$ cat src/rtl/xlb_pkg.sv
// Types and operation codes of the XOR linear basis unit.
// Used by the cell, the top level and the testbench; no dependencies.
package xlb_pkg;

  localparam logic [2:0] FN_INSERT = 3'd0;
  localparam logic [2:0] FN_MEMBER = 3'd1;
  localparam logic [2:0] FN_KTH    = 3'd2;
  localparam logic [2:0] FN_ORDER  = 3'd3;
  localparam logic [2:0] FN_MAX    = 3'd4;

  localparam logic [31:0] WORD_MAX = 32'hFFFF_FFFF;

  typedef struct packed {
    logic        valid;
    logic [2:0]  func;
    logic [31:0] x;
    logic [31:0] idx;
    logic [31:0] acc;
    logic [5:0]  left;
    logic        done;
    logic        oor;
  } tok_t;

endpackage

$ cat src/rtl/xlb_cell.sv
// One basis slot of the chain together with its stage register.
// Depends on xlb_pkg.
module xlb_cell
  import xlb_pkg::*;
#(
  parameter int IDX = 0,
  parameter int DW  = 32
) (
  input  logic clk,
  input  logic rst,
  input  logic advance,
  input  tok_t tok_i,
  output tok_t tok_o
);

  logic [DW-1:0] slot;
  logic          occ;
  tok_t          t_next;
  logic [31:0]   slot_ext;
  logic [5:0]    left_dec;
  logic          want;
  logic          place;

  always_comb begin
    t_next   = tok_i;
    slot_ext = 32'(slot);
    left_dec = tok_i.left - 6'd1;
    want     = tok_i.idx[left_dec[4:0]];
    place    = 1'b0;
    case (tok_i.func)
      FN_INSERT: begin
        if (!tok_i.done && tok_i.x[IDX]) begin
          if (occ) begin
            t_next.x = tok_i.x ^ slot_ext;
          end else begin
            t_next.done = 1'b1;
            place       = tok_i.valid;
          end
        end
      end
      FN_MEMBER: begin
        if (occ && tok_i.x[IDX]) begin
          t_next.x = tok_i.x ^ slot_ext;
        end
      end
      FN_KTH: begin
        if (occ) begin
          t_next.left = left_dec;
          if (want != tok_i.x[IDX]) begin
            t_next.x = tok_i.x ^ slot_ext;
          end
        end
      end
      FN_ORDER: begin
        if (occ) begin
          t_next.acc = {tok_i.acc[30:0], tok_i.x[IDX]};
        end
      end
      FN_MAX: begin
        if (occ && !tok_i.x[IDX]) begin
          t_next.x = tok_i.x ^ slot_ext;
        end
      end
      default: begin
      end
    endcase
  end

  always_ff @(posedge clk) begin
    if (rst) begin
      occ <= 1'b0;
    end else if (advance && place) begin
      occ <= 1'b1;
    end
  end

  always_ff @(posedge clk) begin
    if (advance && place) begin
      slot <= tok_i.x[DW-1:0];
    end
  end

  always_ff @(posedge clk) begin
    if (rst) begin
      tok_o.valid <= 1'b0;
    end else if (advance) begin
      tok_o <= t_next;
    end
  end

endmodule

$ cat config.mk
export PLATFORM = sky130hd
export DESIGN_NAME = xlb_cell
export DESIGN_NICKNAME = d
export VERILOG_FILES = /design/src/rtl/xlb_pkg.sv /design/src/rtl/xlb_cell.sv
export SDC_FILE = /design/constraint.sdc
export NUM_CORES = 1
export LEC_CHECK = 0
export BUFFER_PORTS_ARGS = -buffer_cell sky130_fd_sc_hd__buf_2
export CORE_MARGIN = 2
export CORE_UTILIZATION = 45
export DETAILED_ROUTE_END_ITERATION = 12
export GPL_ROUTABILITY_DRIVEN = 0
export PLACE_DENSITY = 0.75
export SYNTH_ARGS = -nofsm -noshare
export SYNTH_HDL_FRONTEND = slang
export SYNTH_SLANG_ARGS = --single-unit
$ cat constraint.sdc
create_clock -name clk -period 12.6 [get_ports clk]
set_clock_uncertainty 0.15 [all_clocks]
set_input_delay 2.52 -clock clk [delete_from_list [all_inputs] [get_ports clk]]
set_output_delay 2.52 -clock clk [all_outputs]
set_load 0.01 [all_outputs]
Word-level counts from Yosys, hierarchy flattened
Cells that the tools add are included.
{ "totals": {"inputBits": 111, "reg_bits": 141, "word_cells": 46} }
{ "classes": {"n_reduce_logical": 8, "order_cmp": 1, "bitwise": 2, "n_eq_ne": 5, "add_sub_neg": 1, "mux": 19} }
{ "op_table": {"columns": ["cell", "n"], "rows": [
  ["$mux 32", 8],
  ["$pmux 32 s4", 1],
  ["$xor 32x32->32", 1],
  ["$mux 6", 2],
  ["$mux 1", 7],
  ["$eq 3x2->1 const B", 2],
  ["$lt 5x6->1 const B", 1],
  ["$sub 6x1->6 const B", 1],
  ["$bmux 1 s5", 1],
  ["$logic_and 1x1->1", 4],
  ["$eq 3x1->1 const B", 1],
  ["$eq 3x3->1 const B", 1],
  ["$logic_not 3->1", 1],
  ["$logic_not 1->1", 2],
  ["$reduce_and 2->1", 1],
  ["$ne 1x1->1", 1],
  ["$not 1->1", 1]
]} }

Logic depth before layout (Yosys ltp)
Gate-level depths: netlist of run 1.
{ "depth": {"ltp_word": 7, "mapped_depth": 14} }

Least setup slack after synthesis of run 1
Ideal clock, no wire load.
{ "synth_path": {"path_type": "input to register", "from": "input port rst", "to": "register tok_o[0] (netlist bit), enable pin", "required_ps": 11862, "arrival_ps": 7276, "cell_stages": 1, "setup_slack_ps": 4586, "setup_time_ps": 588, "cell_sequence": "nor2b_1"} }
{ "synth_via": {"elab_chain_len": 2} }
{ "synth_lines": {"columns": ["element", "line_no", "text"], "rows": [
  ["start, declared", "xlb_cell.sv:10", "input logic rst,"],
  ["$not 1->1 (no line)", null, null],
  ["$reduce_and 2->1 (no line)", null, null],
  ["end signal, assigned", "xlb_cell.sv:87", "tok_o <= t_next;"],
  ["end, declared", "xlb_cell.sv:13", "output tok_t tok_o"]
]} }
No other way between the ends.
A chain may end at the register's enable or synchronous reset.

==> impl_metrics.env, run 1 <==
export IMPL_fmax_mhz=166
export IMPL_nFillCells=1423
export IMPL_rsz0062_at_grt="false"
export IMPL_clk_path_buf_depth=2
export IMPL_initial_core_util_pct=46.4
export IMPL_area_growth_pct=24.1
export IMPL_syn_nets=827
export IMPL_pwr_share_comb_pct=14.7
export IMPL_die_x_um=135
export IMPL_syn_area_mm2=0.00775
export IMPL_ys_flop_type="edfxtp_1"
export IMPL_cp_slowest_cell="ha_1"
export IMPL_dp_hpwl_um=14300
export IMPL_drtIter0Drc=610
export IMPL_root_buffer="clkbuf_16"
export IMPL_first_global_vias=6150
export IMPL_crit_fanout=34
export IMPL_grt_max_degree=79
export IMPL_netSwitchingPower_uw=325
export IMPL_overflow=0
export IMPL_worst_slew_pin_slew_ns=1.03
export IMPL_dp_cells=1108
export IMPL_ys_async_sr_fraction_pct=0
export IMPL_cts_inserted_buffers=17
export IMPL_via_per_inst=5.95
export IMPL_cts_tree="yes"
export IMPL_htreeDepth=4
export IMPL_timing_slew_headroom_pct=31.5
export IMPL_final_util_pct=57.6
export IMPL_cts_resized=0
export IMPL_finalHoldViolations=0
export IMPL_vias=6798
export IMPL_rr_startpoint="occ$_SDFFE_PP0P_"
export IMPL_coreArea_mm2=0.0167
export IMPL_finalCritPeriodShare_pct=47.7
export IMPL_cp_top_family="simple AND/OR/NAND/NOR gates"
export IMPL_ys_warn_count=0
export IMPL_antenna_left=0
export IMPL_crit_chain="buf_2 > inv_1 > ha_1 > mux2_2 > o22ai_1 > nor4_1 > nor3_2 > xnor2_2 > buf_4 > or3b_1 > buf_4 > o221a_2"
export IMPL_startpoint_type="primary input"
export IMPL_instances_no_fill=1142
export IMPL_seq_area_mm2=0.00422
export IMPL_switching_share_pct=26.3
export IMPL_vdd_ir_drop_max_uv=92.0
export IMPL_netlist_instances=715
export IMPL_grt_pass1_wl_um=32900
export IMPL_drcViolationCount=0
export IMPL_fin_tns_setup_ns=0
export IMPL_antenna_found_initial=5
export IMPL_io_buffers=218
export IMPL_placed_area_mm2=0.00902
export IMPL_cts_sinks=141
export IMPL_multi_input_area_mm2=0.00332
export IMPL_outcome="finished clean"
export IMPL_critPathRequiredTime_ns=12.63
export IMPL_hold_slack_ns=0.332
export IMPL_syn_area_per_cell_um2=10.8
export IMPL_post_route_min_period_ns=6.01
export IMPL_timing_rr_end="tok_o[102]$_DFFE_PP_"
export IMPL_cp_arrival_ns=6.04
export IMPL_dieArea_mm2=0.0183
export IMPL_leakagePower_nw=3.46
export IMPL_fin_area_mm2=0.00961
export IMPL_finalNetCount=1019
export IMPL_ys_ff_latch=141
export IMPL_holdPathStages=2
export IMPL_power_internal_uw=910
export IMPL_slowest_delay_ns=0.73
export IMPL_io_pins=219
export IMPL_drive_gt1_share_pct=36.6
export IMPL_synth_distinct_cells=47
export IMPL_p_per_area_mw_per_mm2=128
export IMPL_hold_end="tok_o[107]$_SDFFE_PP0P_"
export IMPL_min_delay_path_class="register to register"
export IMPL_critical_path_class="primary input to register"
export IMPL_cts_hold_buf=0
export IMPL_die_height_um=135
export IMPL_clock_latency_ns=0.43
export IMPL_r2r_cells=9
export IMPL_post_cts_buffers=0
export IMPL_std_cell_rows=47
export IMPL_power_frac_clock_pct=40.7
export IMPL_clkTransAtPathRegs_ns=0.06
export IMPL_wire_per_inst_um=19.5
export IMPL_cp_common_cell="buf_4"
export IMPL_routed_wl_um=22300
export IMPL_r2r_setup_slack_ns=8.77
export IMPL_setup_viol=0
export IMPL_min_from="tok_o[107]$_SDFFE_PP0P_"
export IMPL_slew_viol_final=0
export IMPL_cp_end_kind="register"
export IMPL_maxCapViolations=0
export IMPL_worst_path_buf_inv=4
export IMPL_synth_edf_count=139
export IMPL_pwr_share_seq_pct=44.6
export IMPL_grt_usage_pct=23.6
export IMPL_seq_area_frac_synth_pct=54.4
export IMPL_drt_pass1_iter_count=5
## kinds of logic (layout without fill, tap and decap cells)
family,Yosys count,in the layout,share of synthesized area (%)
muxes,48,48,6.94
DFF,141,141,54.4
other,0,2,0
xor gates and xnor gates,11,11,1.34
buffers and inverters,64,269,3.33
AOI/OAI and AO/OA,287,287,24.0
and+or+nand+nor,163,163,9.86
adders and majority gates,1,1,0.161
## per-layer routing
layer  vias to the layer above  global-route usage [%]  share of wire (%)
met4                         6                    9.61                2.3
met5                         -                       0               0.15
met2                       299                    39.4                 49
li1                       3220                       -                  -
met3                        41                    5.61                8.0
met1                      3232                    29.6                 41
## placed cells by master, fill, tap and decap left out, drive strengths merged, types with 2 or more instances in the layout
| master | Yosys | layout |
|---|---|---|
| xor2 | 3 | 3 |
| dfxtp | 2 | 2 |
| o22ai | 38 | 38 |
| clkinvlp | 0 | 5 |
| nor4 | 5 | 5 |
| clkinv | 0 | 3 |
| a31oi | 30 | 30 |
| o21ai | 93 | 93 |
| o2111ai | 2 | 2 |
| mux2i | 2 | 2 |
| bufinv | 0 | 2 |
| a21oi | 37 | 37 |
| edfxtp | 139 | 139 |
| inv | 6 | 11 |
| nand2b | 2 | 2 |
| or3b | 2 | 2 |
| buf | 10 | 231 |
| o21bai | 3 | 3 |
| nand2 | 43 | 43 |
| nand3 | 64 | 64 |
| mux2 | 46 | 46 |
| diode | 0 | 2 |
| o221a | 29 | 29 |
| o21a | 50 | 50 |
| nor3 | 5 | 5 |
| xnor2 | 8 | 8 |
| clkbuf | 48 | 17 |
| nor2 | 32 | 32 |
| nor3b | 2 | 2 |
## synth_stat cells (2+ instances only)
master | number | area share (%)
a21oi_1 | 37 | 2.4
a31oi_1 | 30 | 2.4
buf_1 | 5 | 0.24
buf_2 | 2 | 0.13
buf_4 | 2 | 0.19
clkbuf_1 | 48 | 2.3
dfxtp_1 | 2 | 0.52
edfxtp_1 | 139 | 54
inv_1 | 6 | 0.29
mux2_2 | 46 | 6.7
mux2i_1 | 2 | 0.26
nand2_1 | 43 | 2.1
nand2b_1 | 2 | 0.16
nand3_1 | 64 | 4.1
nor2_1 | 32 | 1.5
nor3_1 | 4 | 0.26
nor3b_1 | 2 | 0.19
nor4_1 | 5 | 0.40
o2111ai_1 | 2 | 0.23
o21a_1 | 50 | 4.8
o21ai_0 | 92 | 5.9
o21bai_1 | 3 | 0.29
o221a_1 | 10 | 1.5
o221a_2 | 19 | 2.8
o22ai_1 | 38 | 3.1
xnor2_1 | 7 | 0.79
xor2_1 | 3 | 0.34
## registers in the layout (all words and copies together) (netlist names)
register / flops
slot: 32
tok_o: 108
occ: 1
## cell type report
type / instances / area share (%)
diodes: 2 / 0.0521
inverters: 6 / 0.234
clock inverters: 15 / 1.69
multi-input cells: 510 / 34.5
well taps: 220 / 2.86
repair buffers: 231 / 12.4
clock buffers: 17 / 4.42
flip-flops and latches: 141 / 43.8
## power groups by stage
stage	registers [mW]	logic [mW]	clock network [mW]
after floorplan	0.573	0.0925	0
after global placement	0.560	0.175	0
after detailed placement	0.560	0.180	0
after CTS	0.550	0.181	0.511
after global routing	0.552	0.197	0.531
final	0.550	0.181	0.503
## stage by stage
stage	total power [mW]	setup slack, ns
floorplan	0.666	4.59
global placement	0.735	6.32
detailed placement	0.740	6.16
CTS	1.24	6.59
global route	1.28	6.41
finish	1.23	6.59
## worst reg2reg max path, cell delays in order (launching register included)
cell and delay, ns:
dfxtp_2 0.98, o211ai_1 0.61, buf_4 0.43, a21oi_2 0.18
buf_4 0.34, o21ai_0 0.15, o21ai_1 0.18, nor2_1 0.06
o21a_1 0.10, nor4_1 0.41
## worst max path at each step
stage,to,slack [ns],from,cells after the start
finish,tok_o[80]$_DFFE_PP_,6.59,tok_i[2],12
global route,tok_o[85]$_DFFE_PP_,6.41,tok_i[2],12
CTS,tok_o[85]$_DFFE_PP_,6.59,tok_i[2],12
detailed placement,tok_o[85]$_DFFE_PP_,6.16,tok_i[2],12
global placement,tok_o[84]$_DFFE_PP_,6.32,tok_i[2],12
floorplan,tok_o[0]$_DFFE_PP_,4.59,rst,1
Power figures use the tool's default switching activity.
==> inputs of run 2 (changes only) <==
PLACE_DENSITY = 0.77   (was 0.75)
clock period = 5.4 ns   (was 12.6 ns; I/O delays follow)
==> run 2 against run 1 <==
Net effect: clock-buffer cell count stayed put; final cell count rose by 0.18%; non-clock buffer count grew 2; critical endpoint is now tok_o[96]$_DFFE_PP_; combinational power is 140% higher; clock power is 130% higher; sequential power rose by 130%.
==> impl_metrics.env, run 2 (synthesized netlist as in run 1, its figures left out) <==
export IMPL_largest_register="tok_o"
export IMPL_die_x_um=135
export IMPL_antenna_found_initial=3
export IMPL_post_cts_buffers=0
export IMPL_busiest_layer="met2"
export IMPL_maxCapViolations=0
export IMPL_post_route_min_period_ns=4.39
export IMPL_wire_per_inst_um=19.7
export IMPL_std_cell_rows=47
export IMPL_drcViolationCount=0
export IMPL_reg_largest_list="tok_o (108), slot (32), occ (1)"
export IMPL_grt_max_degree=108
export IMPL_vdd_ir_drop_max_uv=211
export IMPL_htreeDepth=4
export IMPL_slowest_delay_ns=0.75
export IMPL_io_pins=219
export IMPL_use_met1_pct=30.3
export IMPL_cts_sinks=141
export IMPL_critPathRequiredTime_ns=5.42
export IMPL_io_buffers=218
export IMPL_startpoint_type="primary input"
export IMPL_r2r_cells=8
export IMPL_largest_reg_flops=108
export IMPL_cts_inserted_buffers=17
export IMPL_cp_slowest_cell="ha_1"
export IMPL_die_height_um=135
export IMPL_fin_tns_setup_ns=0
export IMPL_setup_viol=0
export IMPL_layout_commonest_cell="buf_2"
export IMPL_p_per_area_mw_per_mm2=297
export IMPL_area_growth_pct=24.4
export IMPL_placed_area_mm2=0.00906
export IMPL_antenna_left=0
export IMPL_cts_hold_buf=0
export IMPL_grt_usage_pct=24.3
export IMPL_cp_arrival_ns=4.41
export IMPL_clkTransAtPathRegs_ns=0.07
export IMPL_rsz0062_at_grt="false"
export IMPL_crit_fanout=29
export IMPL_drtIter0Drc=668
export IMPL_fin_area_mm2=0.00964
export IMPL_leakagePower_nw=3.48
export IMPL_outcome="finished clean"
export IMPL_cp_top_family="simple AND/OR/NAND/NOR gates"
export IMPL_initial_core_util_pct=46.4
export IMPL_drive_gt1_share_pct=36.9
export IMPL_dieArea_mm2=0.0183
export IMPL_drt_pass1_iter_count=6
export IMPL_critical_path_class="primary input to register"
export IMPL_vias=6840
export IMPL_first_global_vias=6347
export IMPL_min_delay_path_class="register to register"
export IMPL_use_met3_pct=4.68
export IMPL_finalNetCount=1021
export IMPL_overflow=0
export IMPL_slew_viol_final=0
export IMPL_worst_path_buf_inv=3
export IMPL_cts_resized=0
export IMPL_clock_latency_ns=0.42
export IMPL_via_per_inst=5.98
export IMPL_finalHoldViolations=0
export IMPL_coreArea_mm2=0.0167
export IMPL_finalCritPeriodShare_pct=81.2
export IMPL_clk_path_buf_depth=2
export IMPL_grt_pass1_wl_um=34200
export IMPL_dp_hpwl_um=14900
export IMPL_use_met2_pct=42.1
export IMPL_holdPathStages=2
export IMPL_routed_wl_um=22600
export IMPL_worst_slew_pin_slew_ns=0.929
export IMPL_layout_common_cells="218 x buf_2, 139 x edfxtp_1, 92 x o21ai_0"
export IMPL_cp_num_cells=11
export IMPL_fmax_mhz=228
export IMPL_root_buffer="clkbuf_16"
export IMPL_timing_slew_headroom_pct=37.8
export IMPL_cp_end_kind="register"
export IMPL_cts_tree="yes"
export IMPL_crit_chain="buf_2 > inv_1 > ha_1 > mux2_2 > o22ai_1 > nor4_1 > nor3_2 > xnor2_2 > or3b_1 > buf_4 > o221a_2"
## run 2: changes by cell type in the layout (fill, tap and decap cells not counted)
cell	previous run	this run
clkinvlp_4	5	2
buf_4	13	14
bufinv_16	2	1
clkinv_4	2	3
clkinv_1	1	0
nor4_2	1	0
clkinv_2	0	1
nor4_4	0	1
inv_6	5	6
buf_12	0	1
inv_8	0	2
## run 2: final timing paths
path	start	slack (ns)	endpoint
worst max-delay path	tok_i[2]	1.01	tok_o[96]$_DFFE_PP_
worst max register to register	occ$_SDFFE_PP0P_	2.61	tok_o[93]$_DFFE_PP_
worst min register to register	tok_o[107]$_SDFFE_PP0P_	0.33	tok_o[107]$_SDFFE_PP0P_
worst min-delay path	tok_o[107]$_SDFFE_PP0P_	0.33	tok_o[107]$_SDFFE_PP0P_
## run 2: layout make-up
class                           instances  area (µm²)
Antenna cell                            2        5.00
Clock buffer                           17         425
Clock inverter                         15         151
Fill cell                            1413        7060
Inverter                                6        22.5
Multi-Input combinational cell        510        3330
Sequential cell                       141        4220
Tap cell                              220         275
Timing Repair Buffer                  233        1220
## run 2: worst register-to-register path: cells and delay by family (launching register included)
kind | cells | cell delay [ns]
flip-flops | 1 | 0.33
buffers and inverters | 2 | 0.83
AO/OA/AOI/OAI | 6 | 1.36
## run 2: per-stage QoR
step | total power, mW | hold slack [ns] | util (%) | setup slack (ns) | cells
final | 2.86 | 0.327 | 57.7 | 1.01 | 1144
after global routing | 2.96 | 0.351 | 57.7 | 0.827 | 1143
after floorplan | 1.55 | 0.337 | - | 0.942 | 715
after CTS | 2.88 | 0.326 | 57.7 | 1.04 | 1142
after detailed placement | 1.73 | 0.314 | 54.2 | 0.630 | 1110
after global placement | 1.72 | 0.309 | 54.2 | 0.742 | 1110
## run 2: per-layer routing
metal	routed length, µm	up-vias
li1	-	3204
met3	1860	40
met4	507	2
met1	8900	3263
met2	11300	331
met5	17	-
## run 2: power by group
group          switching (mW)  leakage [nW]  total, mW  internal [mW]
Sequential             0.0161          1.32       1.28           1.27
Combinational           0.256          1.89      0.428          0.172
Clock                   0.500         0.279       1.15          0.649
==> inputs of run 3 (changes only) <==
ABC_AREA = 1   (was unset)
PLACE_DENSITY = 0.75   (was 0.77)
clock period = 4.3 ns   (was 5.4 ns; I/O delays follow)
==> run 3 against run 2 <==
Net effect: utilization fell by 0.21 points; global-route usage fell by 1.5 points; combinational power rose by 6.8%; via count fell by 4.2%; sequential cell count did not move; critical path depth rose by 2; routed wire length fell by 12%; die area fell by 5.1%; clock power rose by 29%; critical endpoint is now tok_o[80]$_DFFE_PP_.
==> impl_metrics.env, run 3 <==
export IMPL_outcome="finished clean"
export IMPL_critical_path_class="primary input to register"
export IMPL_grt_max_degree=75
export IMPL_ys_top_cells_by_count="139 x edfxtp_1, 110 x o21ai_0, 99 x nand2_1, 83 x nor2_1, 79 x a21oi_1"
export IMPL_r2r_setup_slack_ns=1.48
export IMPL_synth_edf_count=139
export IMPL_power_internal_mw=2.59
export IMPL_startpoint_type="primary input"
export IMPL_ys_flop_type="edfxtp_1"
export IMPL_antenna_left=0
export IMPL_synth_most_common_cell="edfxtp_1"
export IMPL_pwr_share_seq_pct=45.3
export IMPL_layout_common_cells="218 x buf_2, 139 x edfxtp_1, 110 x o21ai_0"
export IMPL_area_growth_pct=24.9
export IMPL_syn_nets=893
export IMPL_htreeDepth=4
export IMPL_drt_pass1_iter_count=6
export IMPL_largest_register="tok_o"
export IMPL_coreArea_mm2=0.0159
export IMPL_syn_area_mm2=0.00734
export IMPL_netlist_instances=781
export IMPL_ys_ff_latch=141
export IMPL_crit_fanout=31
export IMPL_critPathRequiredTime_ns=4.32
export IMPL_pwr_share_comb_pct=12.9
export IMPL_final_util_pct=57.5
export IMPL_clock_latency_ns=0.42
export IMPL_dieArea_mm2=0.0174
export IMPL_timing_rr_end="tok_o[80]$_DFFE_PP_"
export IMPL_leakagePower_nw=3.84
export IMPL_ys_async_sr_fraction_pct=0
export IMPL_p_per_area_mw_per_mm2=387
export IMPL_cts_inserted_buffers=17
export IMPL_cts_resized=0
export IMPL_largest_reg_flops=108
export IMPL_holdPathStages=2
export IMPL_grt_pass1_wl_um=31500
export IMPL_routed_wl_um=19900
export IMPL_fin_ws_ns=0.898
export IMPL_antenna_found_initial=3
export IMPL_clkTransAtPathRegs_ns=0.07
export IMPL_fmax_mhz=294
export IMPL_vdd_ir_drop_max_uv=211
export IMPL_nFillCells=1406
export IMPL_seq_area_frac_synth_pct=57.4
export IMPL_yosysTopAreaCell="edfxtp_1"
export IMPL_finalNetCount=1094
export IMPL_power_frac_clock_pct=41.8
export IMPL_io_pins=219
export IMPL_synth_distinct_cells=33
export IMPL_drive_gt1_share_pct=27.8
export IMPL_cts_hold_buf=0
export IMPL_dp_hpwl_um=13200
export IMPL_vias=6550
export IMPL_worst_slew_pin_slew_ns=1.02
export IMPL_root_buffer="clkbuf_16"
export IMPL_finalHoldViolations=0
export IMPL_rsz0062_at_grt="false"
export IMPL_seq_area_mm2=0.00421
export IMPL_switching_share_pct=27.1
export IMPL_die_x_um=132
export IMPL_timing_slew_headroom_pct=31.9
export IMPL_reg_largest_list="tok_o (108), slot (32), occ (1)"
export IMPL_hold_slack_ns=0.308
export IMPL_maxCapViolations=0
export IMPL_post_cts_buffers=0
export IMPL_drcViolationCount=0
export IMPL_cts_sinks=141
export IMPL_fin_tns_setup_ns=0
export IMPL_grt_usage_pct=22.8
export IMPL_synth_area_leaders="edfxtp_1 57%, o21ai_0 7.5%, a21oi_1 5.4%"
export IMPL_std_cell_rows=46
export IMPL_slew_viol_final=0
export IMPL_crit_start="tok_i[2]"
export IMPL_multi_input_area_mm2=0.00265
export IMPL_synth_top_cell_area_share_pct=56.9
export IMPL_clk_path_buf_depth=2
export IMPL_min_delay_path_class="register to register"
export IMPL_die_height_um=132
export IMPL_pre_cts_ws_ns=0.485
export IMPL_cp_end_kind="register"
export IMPL_placed_area_mm2=0.00857
export IMPL_cts_tree="yes"
export IMPL_rr_startpoint="occ$_SDFFE_PP0P_"
export IMPL_via_per_inst=5.40
export IMPL_ys_warn_count=0
export IMPL_io_buffers=218
export IMPL_initial_core_util_pct=46.1
export IMPL_finalCritPeriodShare_pct=79.1
export IMPL_setup_viol=0
export IMPL_layout_commonest_cell="buf_2"
export IMPL_first_global_vias=6079
export IMPL_wire_per_inst_um=16.4
export IMPL_min_from="tok_o[107]$_SDFFE_PP0P_"
export IMPL_cp_arrival_ns=3.42
export IMPL_fin_area_mm2=0.00917
export IMPL_syn_area_per_cell_um2=9.40
export IMPL_netSwitchingPower_uw=961
export IMPL_hold_end="tok_o[107]$_SDFFE_PP0P_"
export IMPL_drtIter0Drc=665
export IMPL_overflow=0
export IMPL_r2r_cells=8
export IMPL_post_route_min_period_ns=3.40
==> run 3: worst max-delay path: stages <==
cell      delay, ns
buf_2          0.30
inv_4          0.15
ha_1           0.45
inv_2          0.18
nand3_1        0.11
nand3_1        0.08
nand3_1        0.09
nand3b_2       0.11
nand3_2        0.30
nand3_4        0.48
nand2_1        0.12
nand3_1        0.10
a21oi_1        0.08
==> run 3: per-stage QoR <==
| stage | power (mW) | instances |
|---|---|---|
| 3_3_place_gp | 2.08 | 1179 |
| 2_1_floorplan | 1.90 | 781 |
| 4_1_cts | 3.58 | 1211 |
| 5_1_grt | 3.68 | 1213 |
| 3_5_place_dp | 2.09 | 1179 |
| 6_report | 3.55 | 1214 |
==> run 3: worst max-delay path by stage <==
stage / depth (start not counted) / slack [ns] / end
floorplan: 2 / 0.04 / tok_o[0]$_DFFE_PP_
global placement: 13 / 0.61 / tok_o[80]$_DFFE_PP_
detailed placement: 13 / 0.49 / tok_o[80]$_DFFE_PP_
CTS: 13 / 0.93 / tok_o[80]$_DFFE_PP_
global route: 13 / 0.68 / tok_o[79]$_DFFE_PP_
finish: 13 / 0.90 / tok_o[80]$_DFFE_PP_
==> run 3: metal layers <==
layer  share of wire [%]  global-route usage (%)
met1                  41                    30.1
met2                  47                    36.2
met3                 9.6                    5.23
met4                 2.8                    10.1
met5                   0                       0
==> run 3: final cells by class <==
type / instances / share of cell area [%]
antenna: 3 / 0.0819
clock buffer: 17 / 4.64
clock inverter: 15 / 1.80
inverter: 69 / 2.85
multi-input combinational: 524 / 28.9
sequential: 141 / 46.0
tap: 216 / 2.95
timing repair buffer: 229 / 12.8
==> run 3: logic make-up (layout without fill, tap and decap cells) <==
logic type / count (synthesis) / after routing / share of synthesized area [%]
AND/OR/NAND/NOR: 289 / 289 / 17.7
AO/OA/AOI/OAI: 199 / 199 / 13.7
flip-flops: 141 / 141 / 57.4
buffers and inverters: 116 / 330 / 6.78
XOR/XNOR: 34 / 34 / 4.06
adder cells (fa/ha/maj): 1 / 1 / 0.170
multiplexers: 1 / 1 / 0.153
other: 0 / 3 / 0
==> run 3: power by group through the flow <==
stage / Clock, mW / Combinational [mW] / Sequential [mW]
global route: 1.56 / 0.507 / 1.61
CTS: 1.51 / 0.455 / 1.61
global placement: 0 / 0.446 / 1.64
finish: 1.48 / 0.457 / 1.61
detailed placement: 0 / 0.454 / 1.64
floorplan: 0 / 0.221 / 1.68
